File: src/rtl/assert_macros.svh
// ---------------------------------------------------------------------------
// assert_macros.svh
// Shared concurrent assertion macros for the macroblock reconstruction RTL.
// ---------------------------------------------------------------------------
`ifndef ASSERT_MACROS_SVH
`define ASSERT_MACROS_SVH

// An antecedent that holds implies the consequent in the same cycle.
`define ASSERT_IMPLIES(label, clk, rst_n, ante, cons) \
    label: assert property (@(posedge clk) disable iff (!rst_n) (ante) |-> (cons)) \
        else $error("assertion failed: implication");

// An antecedent that holds implies the consequent in the next cycle.
`define ASSERT_NEXT(label, clk, rst_n, ante, cons) \
    label: assert property (@(posedge clk) disable iff (!rst_n) (ante) |=> (cons)) \
        else $error("assertion failed: next-cycle implication");

// A condition that must never hold.
`define ASSERT_NEVER(label, clk, rst_n, cond) \
    label: assert property (@(posedge clk) disable iff (!rst_n) !(cond)) \
        else $error("assertion failed: forbidden condition");

`endif

File: src/rtl/mmcr_pkg.sv
// ---------------------------------------------------------------------------
// mmcr_pkg
// Constants and types shared by the macroblock reconstruction modules.
// ---------------------------------------------------------------------------
`timescale 1ns / 1ps

package mmcr_pkg;

    // Address and lane geometry.
    localparam int ADDR_BITS        = 22;
    localparam int LANES            = 4;
    localparam int WIDTH_BITS       = 13;
    localparam int NUM_BLOCKS       = 6;
    localparam int BLOCK_PIXELS     = 64;
    localparam int GROUPS_PER_BLOCK = BLOCK_PIXELS / LANES;
    localparam int GROUP_BITS       = $clog2(GROUPS_PER_BLOCK + 1);
    localparam int BLK_BITS         = 3;
    localparam int PIX_BITS         = 8;
    localparam int RES_BITS         = 16;

    // Fixed values used by the address generator and the lanes.
    localparam logic [BLK_BITS-1:0]   LAST_BLOCK   = BLK_BITS'(NUM_BLOCKS - 1);
    localparam logic [BLK_BITS-1:0]   FIRST_CHROMA = BLK_BITS'(4);
    localparam logic [PIX_BITS-1:0]   PIX_MAX      = 8'd255;
    localparam logic [ADDR_BITS-1:0]  BLOCK_STEP   = ADDR_BITS'(8);
    localparam logic [GROUP_BITS-1:0] GROUP_LAST   = GROUP_BITS'(GROUPS_PER_BLOCK - 1);

    // Result kinds.
    localparam logic KIND_FETCH = 1'b0;
    localparam logic KIND_PIXEL = 1'b1;

    // Input commands.
    localparam logic CMD_HEADER = 1'b0;
    localparam logic CMD_DATA   = 1'b1;

    // Configuration register indexes and reset value.
    localparam logic REG_LUMA_WIDTH = 1'b0;
    localparam logic [WIDTH_BITS-1:0] LUMA_WIDTH_RESET = 13'd352;

    // Fetch result offered by the address generator to the output stage.
    typedef struct packed {
        logic                  active;
        logic                  fire;
        logic [BLK_BITS-1:0]   index;
        logic [ADDR_BITS-1:0]  address;
        logic [WIDTH_BITS-1:0] stride;
        logic                  last;
    } fetch_t;

endpackage

File: src/rtl/mmcr_lane.sv
// ---------------------------------------------------------------------------
// mmcr_lane
// One pixel lane: adds a signed residual to a predictor byte and saturates.
// ---------------------------------------------------------------------------
`timescale 1ns / 1ps

module mmcr_lane (
    input  logic [mmcr_pkg::PIX_BITS-1:0]        pred,
    input  logic signed [mmcr_pkg::RES_BITS-1:0] residual,
    input  logic                                 coded,
    output logic [mmcr_pkg::PIX_BITS-1:0]        pixel
);
    import mmcr_pkg::*;

    logic signed [RES_BITS:0] sum;

    // Sum is one bit wider than the residual so it cannot overflow.
    assign sum = $signed({{(RES_BITS - PIX_BITS + 1){1'b0}}, pred})
               + $signed({residual[RES_BITS-1], residual});

    // Saturate to the pixel range for coded blocks; pass the predictor otherwise.
    always_comb begin
        if (!coded) begin
            pixel = pred;
        end else if (sum[RES_BITS]) begin
            pixel = '0;
        end else if (sum[RES_BITS-1:PIX_BITS] != '0) begin
            pixel = PIX_MAX;
        end else begin
            pixel = sum[PIX_BITS-1:0];
        end
    end

endmodule

File: src/rtl/mmcr_addr_gen.sv
// ---------------------------------------------------------------------------
// mmcr_addr_gen
// Computes motion-shifted block addresses and emits six fetch results.
// ---------------------------------------------------------------------------
`timescale 1ns / 1ps

module mmcr_addr_gen (
    input  logic                                  aclk,
    input  logic                                  aresetn,
    input  logic                                  hdr_load,
    input  logic [mmcr_pkg::ADDR_BITS-1:0]        luma_base,
    input  logic [mmcr_pkg::ADDR_BITS-1:0]        chroma_base,
    input  logic signed [5:0]                     motion_x,
    input  logic signed [5:0]                     motion_y,
    input  logic [mmcr_pkg::WIDTH_BITS-1:0]       luma_width,
    input  logic                                  out_free,
    output mmcr_pkg::fetch_t                      fetch
);
    import mmcr_pkg::*;

    typedef enum logic {
        ST_IDLE,
        ST_EMIT
    } state_t;

    state_t                  state_reg;
    logic [BLK_BITS-1:0]     idx_reg;
    logic [ADDR_BITS-1:0]    luma_addr_reg;
    logic [ADDR_BITS-1:0]    chroma_addr_reg;
    logic [WIDTH_BITS-1:0]   width_reg;

    logic signed [WIDTH_BITS+6:0]  luma_prod;
    logic signed [WIDTH_BITS+5:0]  chroma_prod;
    logic signed [5:0]             half_x;
    logic signed [5:0]             half_y;
    logic [ADDR_BITS-1:0]          luma_addr_next;
    logic [ADDR_BITS-1:0]          chroma_addr_next;
    logic [ADDR_BITS-1:0]          row_offset;
    logic [ADDR_BITS-1:0]          col_offset;

    // Chroma vector is the luma vector halved with truncation toward zero.
    assign half_x = (motion_x + $signed({5'b0, motion_x[5]})) >>> 1;
    assign half_y = (motion_y + $signed({5'b0, motion_y[5]})) >>> 1;

    // Vertical displacement products; addresses wrap modulo 2^ADDR_BITS.
    assign luma_prod   = motion_y * $signed({1'b0, luma_width});
    assign chroma_prod = half_y * $signed({1'b0, luma_width[WIDTH_BITS-1:1]});

    assign luma_addr_next   = luma_base + ADDR_BITS'(luma_prod) + ADDR_BITS'(motion_x);
    assign chroma_addr_next = chroma_base + ADDR_BITS'(chroma_prod) + ADDR_BITS'(half_x);

    // Lower luma blocks sit eight rows down, right blocks eight pixels over.
    assign row_offset = idx_reg[1] ? ADDR_BITS'({width_reg, 3'b000}) : '0;
    assign col_offset = idx_reg[0] ? BLOCK_STEP : '0;

    // Fetch result for the current block.
    always_comb begin
        fetch.active = (state_reg == ST_EMIT);
        fetch.fire   = (state_reg == ST_EMIT) && out_free;
        fetch.index  = idx_reg;
        fetch.last   = (idx_reg == LAST_BLOCK);
        if (idx_reg < FIRST_CHROMA) begin
            fetch.address = luma_addr_reg + row_offset + col_offset;
            fetch.stride  = width_reg;
        end else begin
            fetch.address = chroma_addr_reg;
            fetch.stride  = {1'b0, width_reg[WIDTH_BITS-1:1]};
        end
    end

    // Sequencer: load on a header, then step through the six blocks.
    always_ff @(posedge aclk) begin
        if (!aresetn) begin
            state_reg <= ST_IDLE;
            idx_reg   <= '0;
        end else begin
            case (state_reg)
                ST_IDLE: begin
                    if (hdr_load) begin
                        state_reg       <= ST_EMIT;
                        idx_reg         <= '0;
                        luma_addr_reg   <= luma_addr_next;
                        chroma_addr_reg <= chroma_addr_next;
                        width_reg       <= luma_width;
                    end
                end
                ST_EMIT: begin
                    if (out_free) begin
                        if (idx_reg == LAST_BLOCK) begin
                            state_reg <= ST_IDLE;
                        end
                        idx_reg <= idx_reg + 1'b1;
                    end
                end
                default: begin
                    state_reg <= ST_IDLE;
                end
            endcase
        end
    end

endmodule

File: src/rtl/macroblock_motion_comp_reconstruct.sv
// Macroblock motion-compensated reconstruction, 4:2:0.
// The input channel (s_*) carries two kinds of transfer. A header (cmd 0)
// gives the macroblock luma and chroma offsets, the full-pel motion vector
// and the coded-block mask; it yields six fetch results on the output
// channel (m_*), one per block, with the predictor start address and the
// row stride. A data transfer (cmd 1) carries four predictor bytes and four
// signed residuals and yields one group of four reconstructed pixels.
// Data groups run 16 per block, blocks 0..5 in order; m_last marks the
// sixth fetch result and the 96th group.
// A pixel group is registered at the edge of its input transfer and can be
// taken in the cycle after it. A header loads the address sequencer, which
// then hands its fetch results to the output register in block order, one
// per cycle while the receiver does not stall; s_ready stays low until the
// sixth is handed over. Data groups sustain one per cycle while the receiver
// does not stall. When the receiver stalls, the output register holds its
// result and s_ready drops; nothing is lost. Reset clears the group count
// and the coded flags (all blocks pass the predictor) and sets luma_width to
// 352. The APB port writes luma_width at byte addresses 0 to 3 (paddr[2]
// clear); pready is always high.
// ---------------------------------------------------------------------------
// macroblock_motion_comp_reconstruct
// Top level: input control, address sequencer, pixel lanes and output stage.
// ---------------------------------------------------------------------------
`timescale 1ns / 1ps

`include "assert_macros.svh"

module macroblock_motion_comp_reconstruct (
    input  logic                                             aclk,
    input  logic                                             aresetn,
    // Configuration port
    input  logic                                             psel,
    input  logic                                             penable,
    input  logic                                             pwrite,
    input  logic [2:0]                                       paddr,
    input  logic [31:0]                                      pwdata,
    output logic [31:0]                                      prdata,
    output logic                                             pready,
    // Input channel
    input  logic                                             s_valid,
    output logic                                             s_ready,
    input  logic                                             s_cmd,
    input  logic [mmcr_pkg::ADDR_BITS-1:0]                   s_luma_base,
    input  logic [mmcr_pkg::ADDR_BITS-1:0]                   s_chroma_base,
    input  logic signed [5:0]                                s_motion_x,
    input  logic signed [5:0]                                s_motion_y,
    input  logic [5:0]                                       s_coded_mask,
    input  logic [mmcr_pkg::LANES*mmcr_pkg::PIX_BITS-1:0]    s_pred_bytes,
    input  logic [mmcr_pkg::LANES*mmcr_pkg::RES_BITS-1:0]    s_residual_words,
    // Result channel
    output logic                                             m_valid,
    input  logic                                             m_ready,
    output logic                                             m_out_kind,
    output logic [mmcr_pkg::BLK_BITS-1:0]                    m_block_index,
    output logic [mmcr_pkg::ADDR_BITS-1:0]                   m_fetch_address,
    output logic [mmcr_pkg::WIDTH_BITS-1:0]                  m_row_stride,
    output logic [mmcr_pkg::LANES*mmcr_pkg::PIX_BITS-1:0]    m_pixels,
    output logic                                             m_last
);
    import mmcr_pkg::*;

    logic [WIDTH_BITS-1:0]        luma_width_reg;
    logic [5:0]                   coded_flags_reg;
    logic [BLK_BITS-1:0]          blk_reg;
    logic [GROUP_BITS-1:0]        grp_reg;

    logic                         m_valid_reg;
    logic                         m_kind_reg;
    logic [BLK_BITS-1:0]          m_block_reg;
    logic [ADDR_BITS-1:0]         m_addr_reg;
    logic [WIDTH_BITS-1:0]        m_stride_reg;
    logic [LANES*PIX_BITS-1:0]    m_pixels_reg;
    logic                         m_last_reg;

    logic                         out_free;
    logic                         in_xfer;
    logic                         hdr_xfer;
    logic                         data_xfer;
    logic                         blk_coded;
    logic                         group_last;
    logic [LANES*PIX_BITS-1:0]    lane_pixels;
    fetch_t                       fetch;

    // Configuration register; single register at byte addresses 0 to 3 (paddr[2] clear).
    assign pready = 1'b1;
    assign prdata = (paddr[2] == REG_LUMA_WIDTH) ? {{(32 - WIDTH_BITS){1'b0}}, luma_width_reg}
                                                 : '0;

    always_ff @(posedge aclk) begin
        if (!aresetn) begin
            luma_width_reg <= LUMA_WIDTH_RESET;
        end else if (psel && penable && pwrite && pready && (paddr[2] == REG_LUMA_WIDTH)) begin
            luma_width_reg <= pwdata[WIDTH_BITS-1:0];
        end
    end

    // Input handshake: the output register must be free and no header in flight.
    assign out_free  = !m_valid_reg || m_ready;
    assign s_ready   = out_free && !fetch.active;
    assign in_xfer   = s_valid && s_ready;
    assign hdr_xfer  = in_xfer && (s_cmd == CMD_HEADER);
    assign data_xfer = in_xfer && (s_cmd == CMD_DATA);

    // Address sequencer for the six predictor blocks.
    mmcr_addr_gen u_addr_gen (
        .aclk        (aclk),
        .aresetn     (aresetn),
        .hdr_load    (hdr_xfer),
        .luma_base   (s_luma_base),
        .chroma_base (s_chroma_base),
        .motion_x    (s_motion_x),
        .motion_y    (s_motion_y),
        .luma_width  (luma_width_reg),
        .out_free    (out_free),
        .fetch       (fetch)
    );

    // Block position of the current data group; bit 5-k of the mask codes block k.
    assign blk_coded  = coded_flags_reg[LAST_BLOCK - blk_reg];
    assign group_last = (grp_reg == GROUP_LAST);

    always_ff @(posedge aclk) begin
        if (!aresetn) begin
            coded_flags_reg <= '0;
            blk_reg         <= '0;
            grp_reg         <= '0;
        end else if (hdr_xfer) begin
            coded_flags_reg <= s_coded_mask;
            blk_reg         <= '0;
            grp_reg         <= '0;
        end else if (data_xfer) begin
            if (group_last) begin
                grp_reg <= '0;
                blk_reg <= (blk_reg == LAST_BLOCK) ? '0 : blk_reg + 1'b1;
            end else begin
                grp_reg <= grp_reg + 1'b1;
            end
        end
    end

    // Pixel lanes work side by side on the four pixels of a group.
    for (genvar l = 0; l < LANES; l++) begin : g_lane
        mmcr_lane u_lane (
            .pred     (s_pred_bytes[l*PIX_BITS +: PIX_BITS]),
            .residual ($signed(s_residual_words[l*RES_BITS +: RES_BITS])),
            .coded    (blk_coded),
            .pixel    (lane_pixels[l*PIX_BITS +: PIX_BITS])
        );
    end

    // Output stage merges the lanes or takes a fetch result from the sequencer.
    always_ff @(posedge aclk) begin
        if (!aresetn) begin
            m_valid_reg <= 1'b0;
        end else if (fetch.fire || data_xfer) begin
            m_valid_reg <= 1'b1;
        end else if (m_ready) begin
            m_valid_reg <= 1'b0;
        end
    end

    always_ff @(posedge aclk) begin
        if (fetch.fire) begin
            m_kind_reg   <= KIND_FETCH;
            m_block_reg  <= fetch.index;
            m_addr_reg   <= fetch.address;
            m_stride_reg <= fetch.stride;
            m_pixels_reg <= '0;
            m_last_reg   <= fetch.last;
        end else if (data_xfer) begin
            m_kind_reg   <= KIND_PIXEL;
            m_block_reg  <= blk_reg;
            m_addr_reg   <= '0;
            m_stride_reg <= '0;
            m_pixels_reg <= lane_pixels;
            m_last_reg   <= group_last && (blk_reg == LAST_BLOCK);
        end
    end

    assign m_valid         = m_valid_reg;
    assign m_out_kind      = m_kind_reg;
    assign m_block_index   = m_block_reg;
    assign m_fetch_address = m_addr_reg;
    assign m_row_stride    = m_stride_reg;
    assign m_pixels        = m_pixels_reg;
    assign m_last          = m_last_reg;

    // Checks on the sequencing of headers, fetch results and data groups.
    `ASSERT_NEVER(a_no_input_during_fetch, aclk, aresetn, s_ready && fetch.active)
    `ASSERT_NEXT(a_header_starts_fetch, aclk, aresetn, hdr_xfer, fetch.active && (fetch.index == '0))
    `ASSERT_IMPLIES(a_fetch_last_on_v, aclk, aresetn, m_valid && (m_out_kind == KIND_FETCH), m_last == (m_block_index == LAST_BLOCK))
    `ASSERT_IMPLIES(a_block_in_range, aclk, aresetn, m_valid, m_block_index <= LAST_BLOCK)

endmodule
File: config.mk
export PLATFORM = sky130hd
export DESIGN_NAME = macroblock_motion_comp_reconstruct
export DESIGN_NICKNAME = d
export VERILOG_FILES = /design/src/rtl/mmcr_pkg.sv /design/src/rtl/mmcr_lane.sv /design/src/rtl/mmcr_addr_gen.sv /design/src/rtl/macroblock_motion_comp_reconstruct.sv
export VERILOG_INCLUDE_DIRS = /design/src /design/src/rtl
export SDC_FILE = /design/constraint.sdc
export NUM_CORES = 1
export LEC_CHECK = 0
export BUFFER_PORTS_ARGS = -buffer_cell sky130_fd_sc_hd__buf_4
export CAP_MARGIN = 15
export CORE_ASPECT_RATIO = 1.4
export CORE_MARGIN = 2
export CORE_UTILIZATION = 47
export CTS_BUF_LIST = sky130_fd_sc_hd__clkbuf_8
export DETAILED_ROUTE_END_ITERATION = 6
export GPL_TIMING_DRIVEN = 0
export PLACE_DENSITY = 0.69
export SYNTH_ARGS = -nofsm -noshare
export SYNTH_HDL_FRONTEND = slang
export SYNTH_SLANG_ARGS = --single-unit
File: constraint.sdc
create_clock -name aclk -period 17.35 [get_ports aclk]
set_input_delay 3.47 -clock aclk [delete_from_list [all_inputs] [get_ports aclk]]
set_output_delay 3.47 -clock aclk [all_outputs]
set_load 0.01 [all_outputs]
==> flow_summary.toml <==
[global_routing]
grtUsageTotal = 0.246
antenna_found_initial = 1
grt_pass1_wl_um = 72000
grt_max_degree = 46
grt_pass1_vias = 14400
grt-ovfl-total = 0

[clock_tree]
clk_pin_slew_ps = 90
ctsRootBufferMaster = "clkbuf_8"
cts.hold.buffers_added = 0
insertion_delay_ps = 470
clockBufferDepth = 2
cts.repair.resized = 0
cts.sinks = 161
htreeDepth = 4
cts_made_buffers = 17
cts_setup_buffers = 0
cts_tree = "yes"

[sta]
drv_slew = 0
fin_crit_sh = 0.638
hold_viol_final = 0
layout_min_cycle_time_ps = 11070
clock_skew_ps = 21.6
worstMarginPinSlew_ps = 903
layout_setup_ws_ps = 6280
relSlewSlack = 0.396
fmax_mhz = 90.3
fin_tns_setup_ps = 0
setup_viol = 0
rsz0062_at_grt = "no"

[final_layout]
n_fill_cell = 3306
regArea_um2 = 4180
largest_register_ffs = 32
finalInstanceArea_um2 = 19900
multiInputGateArea_um2 = 11500
fin_cells = 2656
layout-drive-gt1-share = 0.161
synthToLayoutAreaGrowth_pct = 18.1
nets = 2692

[synth]
synthMuxAreaShare = 0.0140
syn_inst = 1876
synth_simple_gate_area_share = 0.166
yosysWarnings = 0
synth_common_cells = "inv_1, ha_1, nand2_1"
synth_top_family_by_area = "adder cells"
synthTopCellsByArea = "edfxtp_1, fa_1, ha_1"
synth_most_common_cell = "inv_1"
synthXorXnorAreaFrac = 0.0601
synth_area_um2 = 16900
synthFlopType = "edfxtp_1"
async_flop_share = 0
synth_top_cell_by_area = "edfxtp_1"
synth-edff-count = 96
synthAdderAreaFrac = 0.287
ys_seq_area_frac = 0.248
synth_top_area_share = 0.171
synth_seq_cells = 161
syn_area_per_cell_um2 = 8.98
synth.distinct_cells = 79
synth_compound_area_frac = 0.149

[place]
place.gp.congestion = 0.927
dp.cells = 2623
hpwl_um = 39400
dp_slack_ps = 5800
io_buffers = 265
postPlaceCellArea_um2 = 19500

[critical_path]
setup.worst_path.class = "in -> reg"
r2r-end = "u_addr_gen.luma_addr_reg[19]$_DFFE_PP_"
critPathArrivalTime_ps = 11280
path_max_fanout = 10
r2r_setup_slack_ps = 9770
end_kind = "register"
r2r_cells = 25
critPathSlowestCell = "fa_1"
crit_top_cell = "fa_1"
start_kind = "input pin"
cpPeakStageDelay_ps = 540
reg2reg_from = "luma_width_reg[2]$_SDFFE_PN0P_"
cp_data_required_time_ps = 17550

[floorplan]
pin_count = 308
die_x_um = 164
design.core.area_um2 = 35600
die_y_um = 228
start_util = 0.473
dieArea_um2 = 37400
num_rows = 82

[routing]
dr.pass1.iters = 6
antenna_left = 0
vias_per_cell = 5.31
drt_wl_total_um = 46000
drt_drc_violations_left = 0
drt_iter0_markers = 621
vias = 14100
wl_per_cell_um = 17.3

[pwr]
power_density_nw_per_um2 = 91.9
p_leak_nw = 9.36
ir_drop_mv = 0.0527

[min_path]
hold_depth = 2
hold_path.class = "reg -> reg"
min_from = "grp_reg[4]$_SDFFE_PP0P_"
hold-path-endpoint = "grp_reg[4]$_SDFFE_PP0P_"

[job]
cap_violations = 0

[status]
outcome = "finished clean"
[worst max path at each step]
stage | from | endpoint | slack (ps)
global route | s_motion_y[5] | u_addr_gen.chroma_addr_reg[21]$_DFFE_PP_ | 5750
floorplan | s_motion_y[5] | u_addr_gen.chroma_addr_reg[21]$_DFFE_PP_ | 7000
finish | s_motion_y[5] | u_addr_gen.chroma_addr_reg[21]$_DFFE_PP_ | 6280
CTS | s_motion_y[5] | u_addr_gen.chroma_addr_reg[21]$_DFFE_PP_ | 6300
detailed placement | s_motion_y[5] | u_addr_gen.chroma_addr_reg[21]$_DFFE_PP_ | 5800
global placement | s_motion_y[5] | u_addr_gen.chroma_addr_reg[21]$_DFFE_PP_ | 5950
[layout by cell type (no fill, tap or decap), types with 65 or more instances in the layout]
cell	netlist	routed
nor2_1	107	107
xnor2_1	75	75
ha_1	185	185
dfxtp_1	65	65
a21oi_1	104	104
and2_1	72	71
edfxtp_1	96	96
o21ai_0	77	76
inv_1	242	243
buf_4	20	285
fa_1	126	126
nand2_1	181	180
[layout make-up]
cell class	instances	share of cell area
Sequential cell	161	0.210
Tap cell	462	0.0290
Multi-Input combinational cell	1416	0.577
Clock inverter	15	0.00673
Timing Repair Buffer	267	0.102
Inverter	243	0.0458
Antenna cell	1	0.000126
Buffer	74	0.0177
Clock buffer	17	0.0118
[where the power goes]
part | leakage (nW) | total (mW) | internal [mW] | switching [mW]
Sequential | 1.43 | 0.526 | 0.501 | 0.0246
Clock | 0.178 | 0.268 | 0.114 | 0.153
Combinational | 7.75 | 1.04 | 0.470 | 0.565
Total | 9.36 | 1.83 | 1.08 | 0.743
[kinds of logic (layout without fill, tap and decap cells)]
family                   count (synthesis)  after routing
XOR/XNOR                               114            114
other                                    2             21
buffers and inverters                  317            616
multiplexers                            22             22
flip-flops                             161            161
AND/OR/NAND/NOR                        568            568
AO/OA/AOI/OAI                          381            381
adder cells (fa/ha/maj)                311            311
[per-stage QoR]
step / util / hold slack [ps] / power [mW]
after global routing: 0.559 / 511 / 2.00
after global placement: 0.547 / 448 / 1.54
after CTS: 0.559 / 475 / 1.84
after floorplan: - / 432 / 1.29
after detailed placement: 0.549 / 458 / 1.56
final: 0.559 / 475 / 1.83
[worst max-delay path: cells and delay by family]
family | cells | cell delay [ps]
and+or+nand+nor | 3 | 510
buffers and inverters | 6 | 1310
AOI/OAI and AO/OA | 10 | 2030
xor gates and xnor gates | 3 | 850
adders and majority gates | 7 | 3070
[metal layers]
layer  wire length (µm)  vias to the layer above  GRT usage  share of wire
li1                   -                     6950          -              -
met1              17300                     6659      0.261           0.38
met2              24000                      399      0.466           0.52
met3               2350                       87     0.0329          0.051
met4               2350                        0      0.122          0.051
met5                  0                        -          0              0
Note: power is estimated with default switching activity, not from simulation.
